### src/rtl/core/fat32ccw_pkg.sv
// Shared types and constants for the FAT32 cluster chain walker.
package fat32ccw_pkg;

	localparam logic [31:0] END_OF_CHAIN = 32'h0FFF_FFF8;
	localparam logic [31:0] CLUSTER_MASK = 32'h0FFF_FFFF;
	localparam logic [31:0] BASE_CLUSTER = 32'd2;
	localparam int unsigned LINK_BYTES_LOG2 = 2;
	localparam logic [3:0] SIZE_LOG2_MIN = 4'd9;
	localparam logic [3:0] SIZE_LOG2_MAX = 4'd12;

	localparam logic [2:0] SPC_LOG2_RESET = 3'd3;
	localparam logic [31:0] FIRST_DATA_RESET = 32'd0;
	localparam logic [15:0] RESERVED_RESET = 16'd32;
	localparam logic [3:0] SIZE_LOG2_RESET = 4'd9;

	typedef enum logic [1:0] {
		REG_SPC_LOG2 = 2'd0,
		REG_FIRST_DATA = 2'd1,
		REG_RESERVED = 2'd2,
		REG_SIZE_LOG2 = 2'd3
	} reg_idx_t;

	typedef struct packed {
		logic [2:0] spc_log2;
		logic [31:0] first_data;
		logic [15:0] reserved;
		logic [3:0] size_log2;
	} cfg_t;

	typedef struct packed {
		logic is_end;
		logic [31:0] base;
		logic [31:0] fsec;
		logic [11:0] foff;
	} prep_t;

endpackage

### src/rtl/core/fat32ccw_prep.sv
// Cluster decode: end-of-chain test, first data sector and FAT link location.
module fat32ccw_prep (
	input logic kind,
	input logic [31:0] cluster_value,
	input fat32ccw_pkg::cfg_t cfg,
	output fat32ccw_pkg::prep_t prep
);

	logic [31:0] cluster;
	logic [31:0] link;
	logic [3:0] size_log2;
	logic [12:0] one_sh;
	logic [11:0] off_mask;

	always_comb begin
		cluster = kind ? (cluster_value & fat32ccw_pkg::CLUSTER_MASK) : cluster_value;
		priority if (cfg.size_log2 < fat32ccw_pkg::SIZE_LOG2_MIN) begin
			size_log2 = fat32ccw_pkg::SIZE_LOG2_MIN;
		end else if (cfg.size_log2 > fat32ccw_pkg::SIZE_LOG2_MAX) begin
			size_log2 = fat32ccw_pkg::SIZE_LOG2_MAX;
		end else begin
			size_log2 = cfg.size_log2;
		end
		link = cluster << fat32ccw_pkg::LINK_BYTES_LOG2;
		one_sh = 13'd1 << size_log2;
		off_mask = 12'(one_sh - 13'd1);

		prep.is_end = (cluster >= fat32ccw_pkg::END_OF_CHAIN);
		prep.base = ((cluster - fat32ccw_pkg::BASE_CLUSTER) << cfg.spc_log2)
			+ cfg.first_data;
		prep.fsec = {16'd0, cfg.reserved} + (link >> size_log2);
		prep.foff = link[11:0] & off_mask;
	end

endmodule

### src/rtl/core/fat32_cluster_chain_walker.sv
// Top level of the FAT32 cluster chain walker: config registers, cluster stage, result register.
// Items are registered in the cluster stage. Throughput: one result beat per cycle unless
// out_ready stalls; a data cluster emits min(2^sectors_per_cluster_log2, MAX_SECTORS_PER_CLUSTER)
// beats, an end-of-chain item one beat, set by the sector counter.
// The next item is accepted in the cycle its predecessor's last beat leaves the cluster stage.
// Reset: arst_n clears all control state and loads configuration defaults; no clearing pass.
module fat32_cluster_chain_walker #(
	parameter int unsigned MAX_SECTORS_PER_CLUSTER = 64
) (
	input logic clk,
	input logic arst_n,
	input logic cfg_we,
	input logic [1:0] cfg_index,
	input logic [31:0] cfg_data,
	input logic in_valid,
	output logic in_ready,
	input logic kind,
	input logic [31:0] cluster_value,
	output logic out_valid,
	input logic out_ready,
	output logic result_kind,
	output logic [31:0] data_sector,
	output logic [31:0] link_sector,
	output logic [11:0] link_offset,
	output logic last
);

	localparam int unsigned IDX_W = (MAX_SECTORS_PER_CLUSTER > 1) ?
		$clog2(MAX_SECTORS_PER_CLUSTER) : 1;
	localparam logic [7:0] MAX_CNT = 8'(MAX_SECTORS_PER_CLUSTER);

	fat32ccw_pkg::cfg_t cfg_q;
	fat32ccw_pkg::prep_t prep;

	logic valid_s1;
	logic end_s1;
	logic [31:0] base_s1;
	logic [31:0] fsec_s1;
	logic [11:0] foff_s1;
	logic [IDX_W-1:0] last_idx_s1;
	logic [IDX_W-1:0] idx_q;

	logic out_valid_q;
	logic result_kind_q;
	logic [31:0] data_sector_q;
	logic [31:0] link_sector_q;
	logic [11:0] link_offset_q;
	logic last_q;

	logic [7:0] cnt_full;
	logic [7:0] cnt_cap;
	logic [IDX_W-1:0] last_idx;
	logic in_accept;
	logic emit;
	logic s1_last;

	fat32ccw_prep u_prep (
		.kind(kind),
		.cluster_value(cluster_value),
		.cfg(cfg_q),
		.prep(prep)
	);

	always_comb begin
		cnt_full = 8'd1 << cfg_q.spc_log2;
		cnt_cap = (cnt_full > MAX_CNT) ? MAX_CNT : cnt_full;
		last_idx = IDX_W'(cnt_cap - 8'd1);
		emit = valid_s1 && (!out_valid_q || out_ready);
		s1_last = end_s1 || (idx_q == last_idx_s1);
		in_ready = !valid_s1 || (emit && s1_last);
		in_accept = in_valid && in_ready;
	end

	always_ff @(posedge clk or negedge arst_n) begin
		if (!arst_n) begin
			cfg_q.spc_log2 <= fat32ccw_pkg::SPC_LOG2_RESET;
			cfg_q.first_data <= fat32ccw_pkg::FIRST_DATA_RESET;
			cfg_q.reserved <= fat32ccw_pkg::RESERVED_RESET;
			cfg_q.size_log2 <= fat32ccw_pkg::SIZE_LOG2_RESET;
		end else if (cfg_we) begin
			unique case (fat32ccw_pkg::reg_idx_t'(cfg_index))
				fat32ccw_pkg::REG_SPC_LOG2: cfg_q.spc_log2 <= cfg_data[2:0];
				fat32ccw_pkg::REG_FIRST_DATA: cfg_q.first_data <= cfg_data;
				fat32ccw_pkg::REG_RESERVED: cfg_q.reserved <= cfg_data[15:0];
				fat32ccw_pkg::REG_SIZE_LOG2: cfg_q.size_log2 <= cfg_data[3:0];
				default: ;
			endcase
		end
	end

	// Cluster stage: hold one decoded cluster and step through its sectors.
	always_ff @(posedge clk or negedge arst_n) begin
		if (!arst_n) begin
			valid_s1 <= 1'b0;
			idx_q <= '0;
		end else if (in_accept) begin
			valid_s1 <= 1'b1;
			idx_q <= '0;
		end else if (emit) begin
			if (s1_last) begin
				valid_s1 <= 1'b0;
			end
			idx_q <= idx_q + IDX_W'(1);
		end
	end

	always_ff @(posedge clk) begin
		if (in_accept) begin
			end_s1 <= prep.is_end;
			base_s1 <= prep.base;
			fsec_s1 <= prep.fsec;
			foff_s1 <= prep.foff;
			last_idx_s1 <= last_idx;
		end
	end

	always_ff @(posedge clk or negedge arst_n) begin
		if (!arst_n) begin
			out_valid_q <= 1'b0;
		end else if (emit) begin
			out_valid_q <= 1'b1;
		end else if (out_ready) begin
			out_valid_q <= 1'b0;
		end
	end

	always_ff @(posedge clk) begin
		if (emit) begin
			result_kind_q <= end_s1;
			data_sector_q <= end_s1 ? 32'd0 : (base_s1 + 32'(idx_q));
			link_sector_q <= (!end_s1 && s1_last) ? fsec_s1 : 32'd0;
			link_offset_q <= (!end_s1 && s1_last) ? foff_s1 : 12'd0;
			last_q <= s1_last;
		end
	end

	assign out_valid = out_valid_q;
	assign result_kind = result_kind_q;
	assign data_sector = data_sector_q;
	assign link_sector = link_sector_q;
	assign link_offset = link_offset_q;
	assign last = last_q;

endmodule

### config.mk
export PLATFORM = sky130hd
export DESIGN_NAME = fat32_cluster_chain_walker
export DESIGN_NICKNAME = d
export VERILOG_FILES = /design/src/rtl/core/fat32ccw_pkg.sv /design/src/rtl/core/fat32ccw_prep.sv /design/src/rtl/core/fat32_cluster_chain_walker.sv
export SDC_FILE = /design/constraint.sdc
export NUM_CORES = 1
export LEC_CHECK = 0
export ABC_CLOCK_PERIOD_IN_PS = 9300
export BUFFER_PORTS_ARGS = -buffer_cell sky130_fd_sc_hd__buf_2
export CORE_MARGIN = 3
export CORE_UTILIZATION = 30
export CTS_CLUSTER_SIZE = 25
export DETAILED_ROUTE_END_ITERATION = 7
export GPL_ROUTABILITY_DRIVEN = 1
export SYNTH_ARGS = -nofsm -noshare
export SYNTH_HDL_FRONTEND = slang
export SYNTH_SLANG_ARGS = --single-unit
### constraint.sdc
create_clock -name clk -period 9.3 [get_ports clk]
set_input_delay 0.465 -clock clk [delete_from_list [all_inputs] [get_ports clk]]
set_output_delay 0.465 -clock clk [all_outputs]
set_load 0.01 [all_outputs]
======== Word level (Yosys, flattened, before mapping) ========
Cells that the tools add are included.
word-level totals
  word-level logic and storage cells ...... 67
  input bits .............................. 72
  register bits after elaboration ......... 224
  output and inout port bits .............. 80
operators by class
  $add $sub $neg .......................... 7
  reduce and logical (&&, ||, !) cells .... 19
  bitwise gates (word level) .............. 1
  shift-type cells ........................ 4
  order comparisons ....................... 4
  equality and inequality tests ........... 4
  mux-type cells .......................... 11
operators by type and width
  cell                                                                      number
  16-bit by 32-bit adder with 32-bit output                                 1
  32-bit adder                                                              1
  32-bit by 6-bit adder with 32-bit output                                  1
  32-bit by 28-bit >= comparator with 1-bit output (second input constant)  1
  32-bit two-way mux                                                        1
  32-bit by 3-bit left shift with 32-bit output                             1
  32-bit by 4-bit right shift with 32-bit output                            1
  32-bit by 2-bit subtractor with 32-bit output (second input constant)     1
  6-bit two-way mux                                                         3
  12-bit bitwise AND                                                        1
  1-bit by 4-bit left shift with 12-bit output (first input constant)       1
  12-bit by 1-bit subtractor with 12-bit output (second input constant)     1
  2-bit AND reduction                                                       5
  8-bit by 7-bit > comparator with 1-bit output (second input constant)     1
  4-bit two-way mux                                                         2
  1-bit by 3-bit left shift with 8-bit output (first input constant)        1
  6-bit by 1-bit adder with 6-bit output (second input constant)            1
  6-bit equality test                                                       1
  2-bit nonzero test                                                        3
  6-bit by 1-bit subtractor with 6-bit output (second input constant)       1
  1-bit two-way mux                                                         5
  2-bit equality test (second input constant)                               2
  4-bit > comparator (second input constant)                                1
  1-bit logical AND                                                         4
  other kinds (5)                                                           9

======== Longest topological paths before layout ========
Gate-level depths: netlist of run 1.
  depth in word-level cells ............... 8
  mapped depth ............................ 20

======== Modules after synthesis ========
From an unflattened synthesis of run 1, not the netlist that was laid out.
second synthesis, totals
  cell total of the unflattened synthesis .. 1,423
  area total of the unflattened synthesis .. 14,485.1 µm²
by module, submodules not included
  module                      cells an instance  area each (µm²)  sequential area each (µm²)  times used
  fat32_cluster_chain_walker  543                8,672.1          6,417.4                     1
  fat32ccw_prep               880                5,813.1          0.0                         1

======== Worst setup path after synthesis of run 1 ========
Ideal clock, no wire load.
  path kind ............................... reg2reg
  start point ............................. register cfg_q[52] (netlist name)
  end point ............................... register base_s1[26], data pin
  buffers on the path ..................... 5
  cell stages (with the launch flop) ...... 18
  arrival ................................. 4.108 ns
  path slack .............................. 4.934 ns
  clock period less this slack ............ 4.366 ns
  setup time .............................. 0.258 ns
  cell sequence ........................... dfstp_2 > clkbuf_1 > clkbuf_1 > clkbuf_1 > clkbuf_1 > buf_1 > mux2i_1 > a21oi_1 > o32ai_1 > ha_1 > a21o_1 > a21oi_1 > a21oi_1 > o221ai_1 > o211ai_1 > a311oi_1 > nor2_1 > xnor2_1
RTL lines
  item                  line                               source
  from (decl)           fat32_cluster_chain_walker.sv:32   fat32ccw_pkg::cfg_t cfg_q;
  to (signal assigned)  fat32_cluster_chain_walker.sv:110  base_s1 <= prep.base;
  to (decl)             fat32_cluster_chain_walker.sv:37   logic [31:0] base_s1;

==> results of run 1 <==
## power breakdown
part / internal (uW) / total [uW] / switching [uW] / leakage (uW)
Combinational: 616 / 1460 / 846 / 0.00381
Clock: 555 / 967 / 412 / 0.000391
Sequential: 1300 / 1410 / 105 / 0.00227
Total: 2480 / 3840 / 1360 / 0.00647
## cell usage after synthesis, drive strengths merged (39+ instances only)
cell type,instances
o21ai,66
nand2,111
clkbuf,76
dfrtp,58
nor2,119
edfxtp,157
mux2i,45
mux2,75
ha,56
a21oi,89
and2,51
inv,43
xnor2,53
nand3,39
## path summary, 6_finish.rpt
check / depth (start not counted) / from / slack [ns] / end
hold reg to reg: 1 / valid_s1$_DFFE_PN0P_ / 0.48 / out_valid$_DFFE_PN0P_
setup / recovery: 15 / cfg_q[52]$_DFFE_PN1P_ / 3.87 / base_s1[31]$_DFFE_PP_
setup reg to reg: 15 / cfg_q[52]$_DFFE_PN1P_ / 3.87 / base_s1[31]$_DFFE_PP_
min in group clk: 2 / in_valid / 0.14 / valid_s1$_DFFE_PN0P_
hold / removal: 2 / arst_n / 0.10 / out_valid$_DFFE_PN0P_
max in group asynchronous: 2 / arst_n / 8.57 / cfg_q[51]$_DFFE_PN0P_
## registers in the layout, summed over array words and instances (netlist names), 6 cells and up
signal / count
link_offset: 10
last_idx_s1: 6
foff_s1: 10
fsec_s1: 32
cfg_q: 55
idx_q: 6
base_s1: 32
data_sector: 32
link_sector: 32
## final cells by class
cell class,instances,area share (%)
flip-flops and latches,220,39.05
repair buffers,164,5.322
diodes,9,0.1397
inverters,45,1.047
clock buffers,28,3.949
well taps,600,4.655
clock inverters,18,1.055
multi-input cells,1047,44.78
## logic make-up (layout without fill, tap and decap cells)
| family | Yosys count | count (layout) | share of synthesized area [%] |
|---|---|---|---|
| adders and majority gates | 59 | 59 | 5.429 |
| muxes | 124 | 124 | 9.884 |
| xor gates and xnor gates | 90 | 90 | 5.625 |
| AOI/OAI and AO/OA | 292 | 292 | 13.32 |
| DFF | 220 | 220 | 44.94 |
| other | 1 | 19 | 0.02676 |
| and+or+nand+nor | 472 | 472 | 16.96 |
| buffers and inverters | 136 | 255 | 3.821 |
## layer usage
layer	track usage [%]	vias up
met5	0	-
met4	5.697	12
met3	3.058	80
met2	24.56	303
met1	19.45	5300
li1	-	5306
## through the flow
step / util (%) / instance area, um^2 / worst slack (ns) / total power (uW)
2_1_floorplan: - / 14050 / 4.934 / 2512
3_3_place_gp: 33.42 / 15300 / 4.039 / 2878
3_5_place_dp: 33.42 / 15300 / 3.939 / 2894
4_1_cts: 35.18 / 16100 / 3.890 / 3882
5_1_grt: 35.22 / 16120 / 3.263 / 4120
6_report: 35.23 / 16130 / 3.867 / 3838
## worst max-delay path: cells and delay by family (launching register included)
family / cells / cell delay (ns)
AO/OA/AOI/OAI: 6 / 2.08
buffers and inverters: 2 / 1.45
flip-flops: 1 / 0.51
AND/OR/NAND/NOR: 4 / 0.46
adder cells (fa/ha/maj): 1 / 0.38
XOR/XNOR: 1 / 0.16
multiplexers: 1 / 0.12
==> flow_metrics.tcl, run 1 <==
set metrics [dict create \
    outcome "complete, no violations" \
    yosysWarnings 0 \
    worst_hold_slack_ns 0.1007 \
    skew_ns 0.02110 \
    rsz0062_at_grt "false" \
    p_leak_uw 0.006472 \
    multiInputGateArea_um2 7222 \
    port_buffers 149 \
    hold_path.class "in2async" \
    cap_violations 0 \
    power_density_nw_per_um2 238.0 \
    hold_viol_final 0 \
    max_stage_delay_ns 0.91 \
    rows 78 \
    cts_hold_buf 0 \
    ir_drop_uv 105.6 \
    totalWireLength_um 37790 \
    initial_utilization_pct 30.62 \
    postCtsSetupBuffers 0 \
    antenna_found_initial 16 \
    netlist_area_um2 14010 \
    dr_wl_met2_um 17790 \
    seq_area_um2 6297 \
    grt_pass1_wl_um 59940 \
    fin_cells 2131 \
    io_pins 152 \
    max-slew-margin-rel_pct 26.96 \
    cp-end-kind "flop" \
    synth_area_leaders "edfxtp_1 (34%), dfrtp_1 (10%), mux2_2 (6.0%)" \
    fp.dieW_um 222.1 \
    synth_top_area_share_pct 33.64 \
    dr.pass1.iters 5 \
    syn_avg_cell_area_um2 10.05 \
    fmax_ghz 0.1841 \
    cp.arrival_ns 5.71 \
    yosys_most_used_dff "edfxtp_1" \
    dp.cells 2076 \
    worstPathCellList "buf_4, clkinv_1, a221oi_1, nor2_1, a21oi_1, mux2i_1, ha_1, nand3_1, nor3_1, nand2_1, o32a_1, a41o_1, a211oi_1, o22ai_1, xnor2_1" \
    worst_pin_slew_ns 1.092 \
    drive_above_1_share_pct 20.24 \
    htree_num_levels 1 \
    layout_common_cells "edfxtp_1 (157), buf_2 (149), nor2_1 (116)" \
    cts_buffer_depth 3 \
    post_drt_via_cell_ratio 5.162 \
    drt_iter0_markers 810 \
    yosys_register_bits 220 \
    grt_use_total_pct 14.96 \
    grt-ovfl-total 0 \
    die-height_um 222.1 \
    final_common_cell "edfxtp_1" \
    area.growth.synth_to_final_pct 15.08 \
    synth_seq_area_share_pct 44.94 \
    synth_area_leader_cell "edfxtp_1" \
    synth_cell_type_count 77 \
    clock_sinks 220 \
    topRoutingLayerUsed "met5" \
    cp.required_ns 9.58 \
    wl_met3_um 2199 \
    synthCells 1394 \
    async_flop_share_pct 28.64 \
    drc 0 \
    numCtsBuffers 25 \
    setup_viol 0 \
    final-max-slew-violation-count 0 \
    synth-edff-count 157 \
    grt_max_degree 72 \
    finalSetupTns_ns 0 \
    insertion_delay_ns 0.55 \
    fin_crit_sh_pct 58.42 \
    worstSetupStartpointType "flop" \
    fin_nets 1634 \
    fillers 4586 \
    gp_congestion 0.8912 \
    cts_resized 0 \
    via_count 11000 \
    ant_nets 0 \
    clkTransAtPathRegs_ns 0.06 \
    coreArea_um2 45770 \
    grt_pass1_vias 10860 \
    die-area_um2 49340 \
    cts_root_buf "clkbuf_16" \
    cts_tree "done" \
    wl_met1_um 16630 \
    place_hpwl_um 28720 \
    min_period_ns 5.433 \
    wl_per_cell_um 17.73 \
    critPathMaxFanout 71 \
    crit_type "reg2reg" \
    cpMaxStageDelayCell "clkinv_1" \
]
No activity file was read; power rests on OpenSTA's default activity.
==> inputs of run 2 (changes only) <==
- ABC_AREA: unset -> 1
- ABC_CLOCK_PERIOD_IN_PS: 9300 -> 5700
- clock period: 9.3 -> 5.7 ns (I/O delays scaled with it)
==> run 2 against run 1 <==
Against the previous run: non-clock buffer count increased by 15; count of clock-buffer cells in the layout increased by 7; clock power increased by 68%; first-iteration DRC count decreased by 1.2%; synthesized area decreased by 1.6%; synthesized cell count increased by 21%; via count increased by 5.6%; sequential share of layout area decreased by 0.20 points; core utilization increased by 0.95 points; combinational power increased by 77%; critical endpoint is now fsec_s1[18]$_DFFE_PP_; largest power group is now registers.
==> flow_metrics.tcl, run 2 <==
set metrics [dict create \
    outcome "complete, no violations" \
    fin_crit_sh_pct 79.76 \
    die-area_um2 48570 \
    synth-edff-count 157 \
    grt_use_total_pct 15.68 \
    ant_nets 0 \
    drive_above_1_share_pct 13.28 \
    layout_common_cells "nand2_1 (397), inv_1 (202), nor2_1 (200)" \
    max-slew-margin-rel_pct 30.38 \
    cp-end-kind "flop" \
    cp.required_ns 5.99 \
    wl_per_cell_um 15.59 \
    gp_congestion 0.9144 \
    setup_viol 0 \
    synthCells 1684 \
    drt_iter0_markers 800 \
    htree_num_levels 1 \
    async_flop_share_pct 28.64 \
    cts_root_buf "clkbuf_16" \
    critPathMaxFanout 43 \
    via_count 11610 \
    netlist_area_um2 13790 \
    syn_avg_cell_area_um2 8.189 \
    cts_resized 0 \
    skew_ns 0.01129 \
    antenna_found_initial 4 \
    min_period_ns 4.547 \
    yosys_register_bits 220 \
    worstHoldPathCells 3 \
    cts_tree "done" \
    grt_pass1_wl_um 60300 \
    worst_pin_slew_ns 1.044 \
    port_buffers 149 \
    insertion_delay_ns 0.54 \
    yosysMostFrequentCell "nand2_1" \
    grt_max_degree 79 \
    hold_viol_final 0 \
    grt_pass1_vias 11110 \
    place_hpwl_um 30250 \
    max_flop_register "cfg_q" \
    worstSetupStartpoint "cfg_q[3]$_DFFE_PN1P_" \
    largest_register_ffs 55 \
    synth_area_leader_cell "edfxtp_1" \
    clock_sinks 220 \
    cp-endpoint "fsec_s1[18]$_DFFE_PP_" \
    grt-ovfl-total 0 \
    finalSetupTns_ns 0 \
    place_ws_ns 1.198 \
    yosys_most_used_dff "edfxtp_1" \
    initial_utilization_pct 30.78 \
    fin_nets 1978 \
    area.growth.synth_to_final_pct 17.57 \
    final_common_cell "nand2_1" \
    hold_path.class "in2reg" \
    synth_top_area_share_pct 34.19 \
    synth_common_cells "nand2_1 (397), inv_1 (204), nor2_1 (200)" \
    clkTransAtPathRegs_ns 0.06 \
    yosysWarnings 0 \
    cap_violations 0 \
    numCtsBuffers 26 \
    post_drt_via_cell_ratio 4.717 \
    synth_cell_type_count 50 \
    cts_buffer_depth 3 \
    drc 0 \
    worstSetupStartpointType "flop" \
    totalWireLength_um 38370 \
    io_pins 152 \
    dr.pass1.iters 5 \
    worstReg2RegEnd "fsec_s1[18]$_DFFE_PP_" \
    synth_area_leaders "edfxtp_1 (34%), nand2_1 (11%), dfrtp_1 (11%)" \
    coreArea_um2 44800 \
    rows 77 \
    ff2ff_setup_slack_ns 1.15 \
    p_leak_uw 0.007407 \
    crit_type "reg2reg" \
    rsz0062_at_grt "false" \
    die-height_um 220.4 \
    cp.arrival_ns 4.84 \
    fmax_ghz 0.2199 \
    final-max-slew-violation-count 0 \
    synth_seq_area_share_pct 45.67 \
    power_density_nw_per_um2 426.0 \
    fin_ws_ns 1.154 \
    ir_drop_uv 272.6 \
    fp.dieW_um 220.4 \
    reg2reg_depth 18 \
    reg2reg_from "cfg_q[3]$_DFFE_PN1P_" \
]
run 2: cell types whose count changed after synthesis, sizes merged, moves of 16 or more:
cell    previous run  this run
a21o              24         8
and2              51         2
and3              16         0
clkbuf            76        41
inv               43       208
mux2              75        15
mux2i             45        24
nand2            111       406
nand2b            16         0
nand3             39        68
nor2             119       204
o21ai             66       170
xnor2             53        19
xor2              37        56
run 2: final cells by class:
| class | instances | area, um^2 |
|---|---|---|
| multi-input cells | 1211 | 6515 |
| inverters | 209 | 787.0 |
| repair buffers | 179 | 1031 |
| clock buffers | 35 | 694.4 |
| well taps | 592 | 740.7 |
| diodes | 3 | 7.507 |
| fillers | 4669 | 28590 |
| clock inverters | 13 | 138.9 |
| flip-flops and latches | 220 | 6297 |
run 2: cells by family (layout without fill, tap and decap cells):
logic type / after synthesis / after routing / synth area share, %
DFF: 220 / 220 / 45.67
other: 1 / 13 / 0.02719
adders and majority gates: 59 / 59 / 5.517
and+or+nand+nor: 737 / 737 / 22.17
muxes: 39 / 39 / 2.967
buffers and inverters: 262 / 436 / 7.368
AOI/OAI and AO/OA: 291 / 291 / 11.52
xor gates and xnor gates: 75 / 75 / 4.764
run 2: repair_timing:
action	in CTS	in global routing
endpoints found under the hold margin	81	0
hold buffers	24	0
setup buffers	0	0
run 2: worst min-delay path by stage:
stage | start | end | slack, ns
after floorplan | arst_n | cfg_q[10]$_DFFE_PN0P_ | -0.01
after global placement | cfg_q[11]$_DFFE_PN0P_ | cfg_q[11]$_DFFE_PN0P_ | 0.47
after detailed placement | cfg_q[12]$_DFFE_PN0P_ | cfg_q[12]$_DFFE_PN0P_ | 0.48
after CTS | cluster_value[0] | foff_s1[2]$_DFFE_PP_ | 0.0006
after global routing | cluster_value[3] | foff_s1[5]$_DFFE_PP_ | 0.01
final | cfg_data[6] | cfg_q[26]$_DFFE_PN0P_ | 0.02
run 2: routing by layer:
metal / vias to the layer above / track usage [%] / routed length (um)
li1: 5896 / - / -
met1: 5360 / 21.55 / 17900
met2: 296 / 25.51 / 17300
met3: 57 / 2.225 / 2018
met4: 4 / 5.151 / 1140
met5: - / 0 / 21
run 2: where the power goes:
| part | leakage, uW | internal (uW) | switching, uW |
|---|---|---|---|
| clock network | 0.000396 | 950 | 665 |
| registers | 0.00230 | 2440 | 256 |
| logic | 0.00471 | 888 | 1700 |
run 2: per-stage QoR:
step	power, uW	hold slack (ns)	utilization [%]	cells	cell area (um^2)
final	6906	0.01877	36.19	2462	16210
after global routing	7440	0.01274	36.18	2461	16210
after CTS	6981	0.0005814	36.17	2459	16200
after detailed placement	5320	0.4817	33.77	2387	15130
after global placement	5287	0.4746	33.77	2387	15130
after floorplan	4477	-0.01059	-	1693	13820
run 2: worst max-delay path, cell delays in order, from the launching register on:
cell,delay (ns)
dfstp_2,0.57
nand2_2,0.32
nand2_1,0.26
nand2_4,0.26
o21ai_0,0.30
mux2i_1,0.14
a221oi_1,0.40
ha_1,0.25
inv_1,0.06
fa_1,0.40
inv_1,0.07
nand3_1,0.06
nand2_1,0.10
a21oi_1,0.12
o21ai_1,0.22
a21oi_1,0.18
o21ai_2,0.31
nand3_1,0.14
xnor2_1,0.15
